`src/rlrd_pkg.sv`:
```
// ----------------------------------------------------------------------------
// rlrd_pkg
// Shared constants and types of the register log replay decoder.
// ----------------------------------------------------------------------------
`default_nettype none

package rlrd_pkg;

  localparam int unsigned LOG_DEPTH   = 8388608;
  localparam int unsigned REG_COUNT   = 32768;
  localparam int unsigned QUEUE_DEPTH = 2;

  localparam int unsigned LAP_W   = $clog2(LOG_DEPTH);
  localparam int unsigned IDX_W   = 17;
  localparam int unsigned CNT_W   = 16;
  localparam int unsigned WORD_W  = 32;
  localparam int unsigned QPTR_W  = $clog2(QUEUE_DEPTH);
  localparam int unsigned QCNT_W  = $clog2(QUEUE_DEPTH + 1);

  localparam logic [WORD_W-1:0] HDR_SKIP  = 32'hFFFF_0000;
  localparam logic [WORD_W-1:0] HDR_STORE = 32'hFFFE_0002;

  localparam logic [LAP_W-1:0] LAP_LAST  = LAP_W'(LOG_DEPTH - 1);
  localparam logic [IDX_W-1:0] IDX_LIMIT = IDX_W'(REG_COUNT);

  localparam logic KIND_REG   = 1'b0;
  localparam logic KIND_STORE = 1'b1;

  typedef enum logic [4:0] {
    PH_HEADER = 5'b00001,
    PH_ADDR   = 5'b00010,
    PH_VALUE  = 5'b00100,
    PH_DATA   = 5'b01000,
    PH_SKIP   = 5'b10000
  } phase_t;

  typedef struct packed {
    logic              kind;
    logic [WORD_W-1:0] addr;
    logic [WORD_W-1:0] value;
    logic              over_range;
  } wr_cmd_t;

endpackage

`default_nettype wire

```
`src/rlrd_front.sv`:
```
// ----------------------------------------------------------------------------
// rlrd_front
// Accepts log words, tracks parse phase and lap position, emits write commands.
// ----------------------------------------------------------------------------
`default_nettype none

module rlrd_front (
  input  wire logic                        clk,
  input  wire logic                        rst,
  input  wire logic                        in_valid,
  output logic                             in_ready,
  input  wire logic [rlrd_pkg::WORD_W-1:0] log_word,
  output logic                             push_valid,
  input  wire logic                        push_ready,
  output rlrd_pkg::wr_cmd_t                push_cmd
);

  rlrd_pkg::phase_t               phase, phase_next;
  logic [rlrd_pkg::CNT_W-1:0]     words_left, words_left_next;
  logic [rlrd_pkg::IDX_W-1:0]     next_reg_index, next_reg_index_next;
  logic [rlrd_pkg::WORD_W-1:0]    store_address, store_address_next;
  logic [rlrd_pkg::LAP_W-1:0]     lap_position, lap_position_next;
  logic [rlrd_pkg::CNT_W-1:0]     words_dec;
  rlrd_pkg::phase_t               phase_dec;
  logic                           accept;
  logic                           lap_wrap;

  // any word may need a queue slot; stall the input only on a full queue
  assign in_ready = push_ready;
  assign accept   = in_valid && in_ready;
  assign lap_wrap = (lap_position == rlrd_pkg::LAP_LAST);
  assign words_dec = words_left - rlrd_pkg::CNT_W'(1);

  always_comb begin
    phase_dec           = phase;
    words_left_next     = words_left;
    next_reg_index_next = next_reg_index;
    store_address_next  = store_address;
    push_valid          = 1'b0;
    push_cmd.kind       = rlrd_pkg::KIND_REG;
    push_cmd.addr       = {{(rlrd_pkg::WORD_W - rlrd_pkg::IDX_W){1'b0}}, next_reg_index};
    push_cmd.value      = log_word;
    push_cmd.over_range = (next_reg_index >= rlrd_pkg::IDX_LIMIT);

    unique case (phase)
      rlrd_pkg::PH_ADDR: begin
        store_address_next = log_word;
        phase_dec          = rlrd_pkg::PH_VALUE;
      end
      rlrd_pkg::PH_VALUE: begin
        push_valid          = accept;
        push_cmd.kind       = rlrd_pkg::KIND_STORE;
        push_cmd.addr       = store_address;
        push_cmd.over_range = 1'b0;
        phase_dec           = rlrd_pkg::PH_HEADER;
      end
      rlrd_pkg::PH_DATA: begin
        push_valid          = accept;
        next_reg_index_next = next_reg_index + rlrd_pkg::IDX_W'(1);
        words_left_next     = words_dec;
        if (words_dec == '0) phase_dec = rlrd_pkg::PH_HEADER;
      end
      rlrd_pkg::PH_SKIP: begin
        phase_dec = rlrd_pkg::PH_SKIP;
      end
      default: begin
        if (log_word == rlrd_pkg::HDR_SKIP) begin
          phase_dec = rlrd_pkg::PH_SKIP;
        end else if (log_word == rlrd_pkg::HDR_STORE) begin
          phase_dec = rlrd_pkg::PH_ADDR;
        end else begin
          next_reg_index_next = {1'b0, log_word[31:16]};
          words_left_next     = log_word[15:0];
          phase_dec = (log_word[15:0] != '0) ? rlrd_pkg::PH_DATA : rlrd_pkg::PH_HEADER;
        end
      end
    endcase

    lap_position_next = lap_wrap ? '0 : lap_position + rlrd_pkg::LAP_W'(1);

    // padding ends when the lap wraps
    if (lap_wrap && phase_dec == rlrd_pkg::PH_SKIP) phase_next = rlrd_pkg::PH_HEADER;
    else                                             phase_next = phase_dec;
  end

  always_ff @(posedge clk) begin
    if (rst) begin
      phase          <= rlrd_pkg::PH_HEADER;
      words_left     <= '0;
      next_reg_index <= '0;
      store_address  <= '0;
      lap_position   <= '0;
    end else if (accept) begin
      phase          <= phase_next;
      words_left     <= words_left_next;
      next_reg_index <= next_reg_index_next;
      store_address  <= store_address_next;
      lap_position   <= lap_position_next;
    end
  end

endmodule

`default_nettype wire

```
`src/rlrd_queue.sv`:
```
// ----------------------------------------------------------------------------
// rlrd_queue
// Short FIFO of write commands between decoder and output stage.
// ----------------------------------------------------------------------------
`default_nettype none

module rlrd_queue (
  input  wire logic              clk,
  input  wire logic              rst,
  input  wire logic              push_valid,
  output logic                   push_ready,
  input  wire rlrd_pkg::wr_cmd_t push_cmd,
  output logic                   pop_valid,
  input  wire logic              pop_ready,
  output rlrd_pkg::wr_cmd_t      pop_cmd
);

  rlrd_pkg::wr_cmd_t             slots [rlrd_pkg::QUEUE_DEPTH];
  logic [rlrd_pkg::QPTR_W-1:0]   wr_ptr, rd_ptr;
  logic [rlrd_pkg::QCNT_W-1:0]   count;
  logic                          push, pop;

  assign push_ready = (count != rlrd_pkg::QCNT_W'(rlrd_pkg::QUEUE_DEPTH));
  assign pop_valid  = (count != '0);
  assign push       = push_valid && push_ready;
  assign pop        = pop_valid && pop_ready;
  assign pop_cmd    = slots[rd_ptr];

  function automatic logic [rlrd_pkg::QPTR_W-1:0] ptr_inc(
    input logic [rlrd_pkg::QPTR_W-1:0] p
  );
    return (p == rlrd_pkg::QPTR_W'(rlrd_pkg::QUEUE_DEPTH - 1)) ? '0 :
           p + rlrd_pkg::QPTR_W'(1);
  endfunction

  always_ff @(posedge clk) begin
    if (push) slots[wr_ptr] <= push_cmd;
  end

  always_ff @(posedge clk) begin
    if (rst) begin
      wr_ptr <= '0;
      rd_ptr <= '0;
      count  <= '0;
    end else begin
      if (push) wr_ptr <= ptr_inc(wr_ptr);
      if (pop)  rd_ptr <= ptr_inc(rd_ptr);
      if (push && !pop)      count <= count + rlrd_pkg::QCNT_W'(1);
      else if (pop && !push) count <= count - rlrd_pkg::QCNT_W'(1);
    end
  end

endmodule

`default_nettype wire

```
`src/rlrd_back.sv`:
```
// ----------------------------------------------------------------------------
// rlrd_back
// Output register: presents one write command per transfer.
// ----------------------------------------------------------------------------
`default_nettype none

module rlrd_back (
  input  wire logic                        clk,
  input  wire logic                        rst,
  input  wire logic                        pop_valid,
  output logic                             pop_ready,
  input  wire rlrd_pkg::wr_cmd_t           pop_cmd,
  output logic                             out_valid,
  input  wire logic                        out_ready,
  output logic                             write_kind,
  output logic [rlrd_pkg::WORD_W-1:0]      target_address,
  output logic [rlrd_pkg::WORD_W-1:0]      write_value,
  output logic                             index_over_range
);

  rlrd_pkg::wr_cmd_t held;
  logic              load;

  assign pop_ready = !out_valid || out_ready;
  assign load      = pop_valid && pop_ready;

  always_ff @(posedge clk) begin
    if (rst)            out_valid <= 1'b0;
    else if (pop_ready) out_valid <= pop_valid;
  end

  always_ff @(posedge clk) begin
    if (load) held <= pop_cmd;
  end

  assign write_kind       = held.kind;
  assign target_address   = held.addr;
  assign write_value      = held.value;
  assign index_over_range = held.over_range;

endmodule

`default_nettype wire

```
`src/register_log_replay_decoder_core.sv`:
```
// ----------------------------------------------------------------------------
// register_log_replay_decoder_core
// Turns a ring-ordered command log into register writes and memory stores.
// ----------------------------------------------------------------------------
// Input channel (in_valid/in_ready/log_word) takes one log word per transfer,
// padding words included. Output channel (out_valid/out_ready) gives one
// write per transfer: write_kind 0 is a register write at target_address,
// 1 a memory store; index_over_range flags register indices past the file.
// Headers, store address words and padding produce no output.
// Throughput: one word per cycle while the queue has room, set by the
// combinational decode in the front and one queue push/pop per cycle.
// A result is written into the queue at the edge that transfers its data
// word and is then loaded into the output register, which presents it until
// it is taken; while the output register is stalled it waits in the queue.
// When the receiver stalls, the output register holds and the two-entry
// queue fills; once it is full in_ready drops until a slot frees.
// Reset (rst, synchronous) empties the queue and output, clears the lap
// position and returns the parser to expecting a header.
// ----------------------------------------------------------------------------
`default_nettype none

module register_log_replay_decoder_core (
  input  wire logic        clk,
  input  wire logic        rst,
  input  wire logic        in_valid,
  output logic             in_ready,
  input  wire logic [31:0] log_word,
  output logic             out_valid,
  input  wire logic        out_ready,
  output logic             write_kind,
  output logic [31:0]      target_address,
  output logic [31:0]      write_value,
  output logic             index_over_range
);

  logic              push_valid, push_ready;
  logic              pop_valid, pop_ready;
  rlrd_pkg::wr_cmd_t push_cmd, pop_cmd;

  rlrd_front u_front (
    .clk        (clk),
    .rst        (rst),
    .in_valid   (in_valid),
    .in_ready   (in_ready),
    .log_word   (log_word),
    .push_valid (push_valid),
    .push_ready (push_ready),
    .push_cmd   (push_cmd)
  );

  rlrd_queue u_queue (
    .clk        (clk),
    .rst        (rst),
    .push_valid (push_valid),
    .push_ready (push_ready),
    .push_cmd   (push_cmd),
    .pop_valid  (pop_valid),
    .pop_ready  (pop_ready),
    .pop_cmd    (pop_cmd)
  );

  rlrd_back u_back (
    .clk              (clk),
    .rst              (rst),
    .pop_valid        (pop_valid),
    .pop_ready        (pop_ready),
    .pop_cmd          (pop_cmd),
    .out_valid        (out_valid),
    .out_ready        (out_ready),
    .write_kind       (write_kind),
    .target_address   (target_address),
    .write_value      (write_value),
    .index_over_range (index_over_range)
  );

endmodule

`default_nettype wire

```
`config.mk`:
```
export PLATFORM = sky130hd
export DESIGN_NAME = register_log_replay_decoder_core
export DESIGN_NICKNAME = d
export VERILOG_FILES = /design/src/rlrd_pkg.sv /design/src/rlrd_front.sv /design/src/rlrd_queue.sv /design/src/rlrd_back.sv /design/src/register_log_replay_decoder_core.sv
export SDC_FILE = /design/constraint.sdc
export NUM_CORES = 1
export LEC_CHECK = 0
export ABC_AREA = 1
export BUFFER_PORTS_ARGS = -buffer_cell sky130_fd_sc_hd__buf_2
export CAP_MARGIN = 20
export CORE_MARGIN = 3
export CORE_UTILIZATION = 49
export DETAILED_ROUTE_END_ITERATION = 6
export GPL_ROUTABILITY_DRIVEN = 0
export HOLD_SLACK_MARGIN = 0.02
export PLACE_DENSITY = 0.68
export SETUP_SLACK_MARGIN = 0.02
export SLEW_MARGIN = 5
export SYNTH_ARGS = -nofsm -noshare
export SYNTH_HDL_FRONTEND = slang
export SYNTH_SLANG_ARGS = --single-unit
```
`constraint.sdc`:
```
create_clock -name clk -period 16.2 [get_ports clk]
set_input_delay 3.24 -clock clk [delete_from_list [all_inputs] [get_ports clk]]
set_output_delay 3.24 -clock clk [all_outputs]
set_load 0.01 [all_outputs]
```
# After elaboration in Yosys (flattened, before gate mapping)
# Memories as Yosys holds them, arrays and structs flattened. A register that Yosys moved wholly into a read port is not among the register bits.
# Index checks and enable logic that the tools add are counted.
# W data, S select, Z words.
[classes]
addsub = 7
magnitude_cmp = 1
n_eq_ne = 11
n_mux = 22
n_bitwise = 1
reduce_logical = 18
[ops]
columns = ["operator", "n"]
rows = [
  ["$eq A32 B32 Y1 const B", 2],
  ["$mux W17", 2],
  ["$pmux W17 S2", 1],
  ["$mux W33", 1],
  ["$mux W16", 2],
  ["$pmux W16 S2", 1],
  ["$add A23 B1 Y23 const B", 1],
  ["$eq A23 B23 Y1 const B", 1],
  ["$mux W23", 1],
  ["$mux W5", 4],
  ["$pmux W5 S4", 1],
  ["$add A17 B1 Y17 const B", 1],
  ["$ge A17 B16 Y1 const B", 1],
  ["$logic_not A16 Y1", 1],
  ["$reduce_bool A16 Y1", 1],
  ["$sub A16 B1 Y16 const B", 1],
  ["$eq A5 B5 Y1 const B", 2],
  ["$logic_and A1 B1 Y1", 6],
  ["$mux W1", 6],
  ["$ne A2 B2 Y1 const B", 3],
  ["$eq A5 B2 Y1 const B", 1],
  ["$eq A5 B3 Y1 const B", 1],
  ["$eq A5 B4 Y1 const B", 1],
  ["$mux W2", 2],
  ["12 further kinds", 16],
]
[word_totals]
ff_bits = 98
ramBits = 132
in_bits = 36
out_inout_bits = 68
elab_cells = 70
mem_count = 1
[memory_table]
columns = ["name", "depth", "width", "rd", "rd_ports_with_merged_regs", "wr", "line", "rtl"]
rows = [
  ["u_queue.slots", 2, 66, 1, 1, 1, "rlrd_queue.sv:18", "rlrd_pkg::wr_cmd_t slots [rlrd_pkg::QUEUE_DEPTH];"],
]

# Depth between registers and ports, before layout
[depth]
ltp_word = 8
mapped_depth = 16

# Modules after synthesis
# Synthesis repeated with hierarchy kept, for this count alone.
[unflattened]
hier_cells = 1171
hier_area_um2 = 12630.9
[by_module_without_submodules]
columns = ["mod", "n_inst", "cells_per_inst", "area_each_um2"]
rows = [
  ["rlrd_front", 1, 857, 5439.0],
  ["rlrd_queue", 1, 242, 5162.5],
  ["rlrd_back", 1, 72, 2029.4],
]

# Worst setup path before layout
# No wires, ideal clock.
[synth_timing]
path_type = "input -> register"
start = "input out_ready"
end = "register u_queue.count[1] in the netlist's numbering"
setup_ns = 0.122
arrival_ns = 7.599
t_required_ns = 16.078
path_slack_ns = 8.479
path_stages = 8
path_buffers = 0
path_cell_list = "nor2_1 a21oi_1 inv_1 ha_1 a21oi_1 o21ai_0 o21ai_0 a21oi_1"
[synth_via]
elab_chain_len = 5
word_cells_on_any_way = 7
[synth_rtl]
columns = ["item", "line", "rtl"]
rows = [
  ["from (decl)", "register_log_replay_decoder_core.sv:29", "input wire logic out_ready,"],
  ["$logic_or A1 B1 Y1 (*)", "rlrd_back.sv:24", "assign pop_ready = !out_valid || out_ready;"],
  ["$logic_and A1 B1 Y1 (*)", "--", ""],
  ["via u_back.load", "rlrd_back.sv:22", "logic load;"],
  ["$logic_not A1 Y1", "rlrd_queue.sv:48", "if (push && !pop) count <= count + rlrd_pkg::QCNT_W'(1);"],
  ["$logic_and A1 B1 Y1", "rlrd_queue.sv:48", ""],
  ["$mux W2 / $reduce_bool A2 Y1 (equally long branches)", "--", ""],
  ["to (signal assigned)", "rlrd_queue.sv:48", ""],
  ["to (signal assigned)", "rlrd_queue.sv:49", "else if (pop && !push) count <= count - rlrd_pkg::QCNT_W'(1);"],
  ["to (decl)", "rlrd_queue.sv:20", "logic [rlrd_pkg::QCNT_W-1:0] count;"],
]
# Mark *: on every way through the listed nets, which the timed path passes. The rest lies on a longest branch.
# A chain may end at the register's enable or synchronous reset.

# Worst setup path after layout
[layout_timing]
start = "input in_valid"
end = "memory u_queue.slots[1][22] in the netlist's numbering (enable)"
[layout_via]
elab_chain_len = 5
[layout_rtl]
columns = ["item", "line", "rtl"]
rows = [
  ["from (decl)", "register_log_replay_decoder_core.sv:25", "input wire logic in_valid,"],
  ["$logic_and A1 B1 Y1", "rlrd_front.sv:30", "assign accept = in_valid && in_ready;"],
  ["$mux W1", "rlrd_front.sv:45", "unique case (phase)"],
  ["$logic_and A1 B1 Y1", "rlrd_queue.sv:25", "assign push = push_valid && push_ready;"],
  ["$mux W1", "rlrd_queue.sv:37", "if (push) slots[wr_ptr] <= push_cmd;"],
  ["$mux W1 (implied by the code)", "rlrd_queue.sv:37", ""],
  ["to (decl)", "rlrd_queue.sv:18", ""],
]
# No other way between the ends.

==> flow_metrics.py <==
metrics = {
    "run_status": {
        "status": "complete, no violations",
    },
    "logic_synthesis": {
        "async_flop_share_pct": 0,
        "synth_enable_flop_cells": 198,
        "synth_area_leaders": "edfxtp_1 49%, dfxtp_1 16%, nand2_1 11%, o21ai_0 4.2%, nor2_1 3.7%",
        "syn-cell-area_um2": 12200,
        "syn_nets": 1280,
        "synth-seq-area-share_pct": 65.1,
        "synth_top_cell_area_share_pct": 48.9,
        "avgSynthCellArea_um2": 9.81,
        "synthAdderAreaFrac_pct": 0.618,
        "synth_common_cells": "367 x nand2_1, 198 x edfxtp_1, 120 x nor2_1, 103 x o21ai_0, 98 x dfxtp_1",
        "yosys.cell_types.count": 43,
        "synthFlopType": "edfxtp_1",
        "yosysWarnings": 0,
        "synthSimpleGateAreaFrac_pct": 20.1,
        "synth_top_family_by_area": "simple AND/OR/NAND/NOR gates",
        "synth_xor_area_share_pct": 1.30,
        "ys_seq_elements": 296,
        "synth_compound_area_share_pct": 8.02,
        "yosysMostFrequentCell": "nand2_1",
        "netlist_instances": 1238,
        "yosysTopAreaCell": "edfxtp_1",
        "synth_mux_area_share_pct": 0.0824,
    },
    "flow_run": {
        "maxCapViolations": 0,
    },
    "clock_tree": {
        "cts_made_buffers": 31,
        "cts.sinks": 296,
        "h-tree-depth": 1,
        "insertion_delay_ns": 0.57,
        "clock_path_buffers": 3,
        "cts_tree": "yes",
        "post_cts_resized": 0,
        "clk_pin_slew_ns": 0.06,
        "cts_setup_buffers": 0,
        "holdBufCountCts": 0,
        "cts_root_buf": "clkbuf_16",
    },
    "routing": {
        "drtAntennaViolNets": 0,
        "vias": 8645,
        "first_pass_iters": 5,
        "drtIter0Drc": 831,
        "post_drt_via_cell_ratio": 5.15,
        "routed_wl_um": 26500,
        "drc": 0,
        "wl_per_cell_um": 15.8,
    },
    "die": {
        "initial_core_util_pct": 50.9,
        "die_area_um2": 26700,
        "placementRows": 56,
        "die_w_um": 163,
        "die_height_um": 163,
        "core_um2": 23900,
        "ios": 104,
    },
    "sta": {
        "maxSlewViolCount": 0,
        "finalCritPeriodShare_pct": 30.8,
        "rsz0062_at_grt": "no",
        "hold_violations": 0,
        "holdWs_ns": 0.460,
        "period_needed_ns": 4.99,
        "worst_pin_slew_ns": 0.909,
        "final.setup.tns_ns": 0,
        "maxSlewHeadroom_pct": 39.3,
        "setup_violations": 0,
        "clock_skew_ns": 0.0234,
        "finalWorstSetupSlack_ns": 11.21,
        "max_freq_mhz": 200,
    },
    "final_layout": {
        "area_growth_syn_to_layout_pct": 14.6,
        "fin_nets": 1376,
        "drive_gt1_share_pct": 14.7,
        "n_fill_cell": 2068,
        "num_antenna_cells": 0,
    },
    "setup_path": {
        "crit_arrival_ns": 5.19,
        "cp-end-kind": "flop",
        "crit_type": "input port to flop",
        "cp-start-kind": "input port",
        "cp_max_fo": 41,
        "cp_data_required_time_ns": 16.40,
    },
    "global_route": {
        "antenna_found_initial": 0,
        "grt_overflow_total": 0,
        "grtUsageTotal_pct": 20.0,
        "grt_max_degree": 69,
        "first_global_vias": 8293,
        "grt_pass1_wl_um": 42800,
    },
    "placed_design": {
        "place_ws_ns": 10.48,
        "portBuffers": 103,
        "dpl.hpwl_um": 17200,
    },
    "pwr": {
        "power_density_nw_per_um2": 152,
        "peakVddDrop_v": 0.0000724,
        "power.leakage_nw": 5.47,
    },
    "worst_hold_path": {
        "hp-class": "flop to flop",
    },
}
## report_power, final
group	total, mW	leakage [nW]	switching (mW)	internal, mW
Combinational	0.443	2.38	0.306	0.137
Sequential	1.01	2.62	0.0411	0.965
Clock	0.666	0.480	0.287	0.380
## flip-flops by register name, indices dropped and copies added (netlist names)
name                     count
u_front.phase                5
u_queue.slots              132
u_queue.wr_ptr               1
u_back.write_kind            1
u_queue.count                2
u_back.out_valid             1
u_back.target_address       32
u_queue.rd_ptr               1
u_front.next_reg_index      17
u_front.lap_position        23
u_front.words_left          16
u_back.index_over_range      1
u_front.store_address       32
u_back.write_value          32
## routing by layer
metal	up-vias	share of wire, %	global-route usage (%)
met4	0	2.7	6.81
met2	251	48	33.5
met3	47	5.6	3.22
met1	4040	44	26.6
li1	4307	-	-
met5	-	0	0
## layout by cell type (no fill, tap or decap), drive strengths merged, types with 2 or more instances in the layout
master,n
o21ai,109
nor4,3
clkinv,13
nand3,42
clkbuf,44
ha,6
nor2,128
nor3,14
edfxtp,198
a31oi,3
xor2,14
or2,2
a211oi,3
nand2,373
a21oi,73
nor3b,6
buf,112
inv,98
dfxtp,98
xnor2,4
nand4,10
## stage by stage
step / area (um2) / total power, mW / std cells / utilization, %
after detailed placement: 12900 / 1.47 / 1619 / 54.1
final: 13900 / 2.11 / 1678 / 58.3
after global placement: 12900 / 1.46 / 1619 / 54.1
after CTS: 13900 / 2.13 / 1677 / 58.2
after global routing: 13900 / 2.23 / 1678 / 58.3
after floorplan: 12200 / 1.30 / 1238 / -
## worst max-delay path: stages
cell and delay, ns:
buf_2 0.10, nand2_4 0.12, clkinv_2 0.16, nand2_1 0.18, nor2_4 0.73, buf_4 0.60
## kinds of logic after synthesis
kind of cell | count (synthesis)
mux | 1
simple gates | 579
buf+inv | 147
fa+ha+maj | 6
compound gates | 191
flops | 296
xor+xnor | 18
## path summary, 6_finish.rpt
kind | startpoint | to | cells past startpoint | slack, ns
setup / recovery | in_valid | u_queue.slots[1][22] | 6 | 11.21
hold / removal | u_front.store_address[29] | u_front.store_address[29] | 2 | 0.46
setup reg to reg | u_front.phase[0] | u_queue.slots[1][22] | 9 | 12.61
hold reg to reg | u_front.store_address[29] | u_front.store_address[29] | 2 | 0.46
## final cells by class
type,instances,area (um2),area share (%)
Multi-Input combinational cell,795,3680,26.5
Clock buffer,44,882,6.33
Tap cell,319,399,2.87
Sequential cell,296,7910,56.8
Timing Repair Buffer,112,596,4.28
Inverter,98,369,2.65
Clock inverter,14,86.3,0.620
No activity file was read; power rests on OpenSTA's default activity.
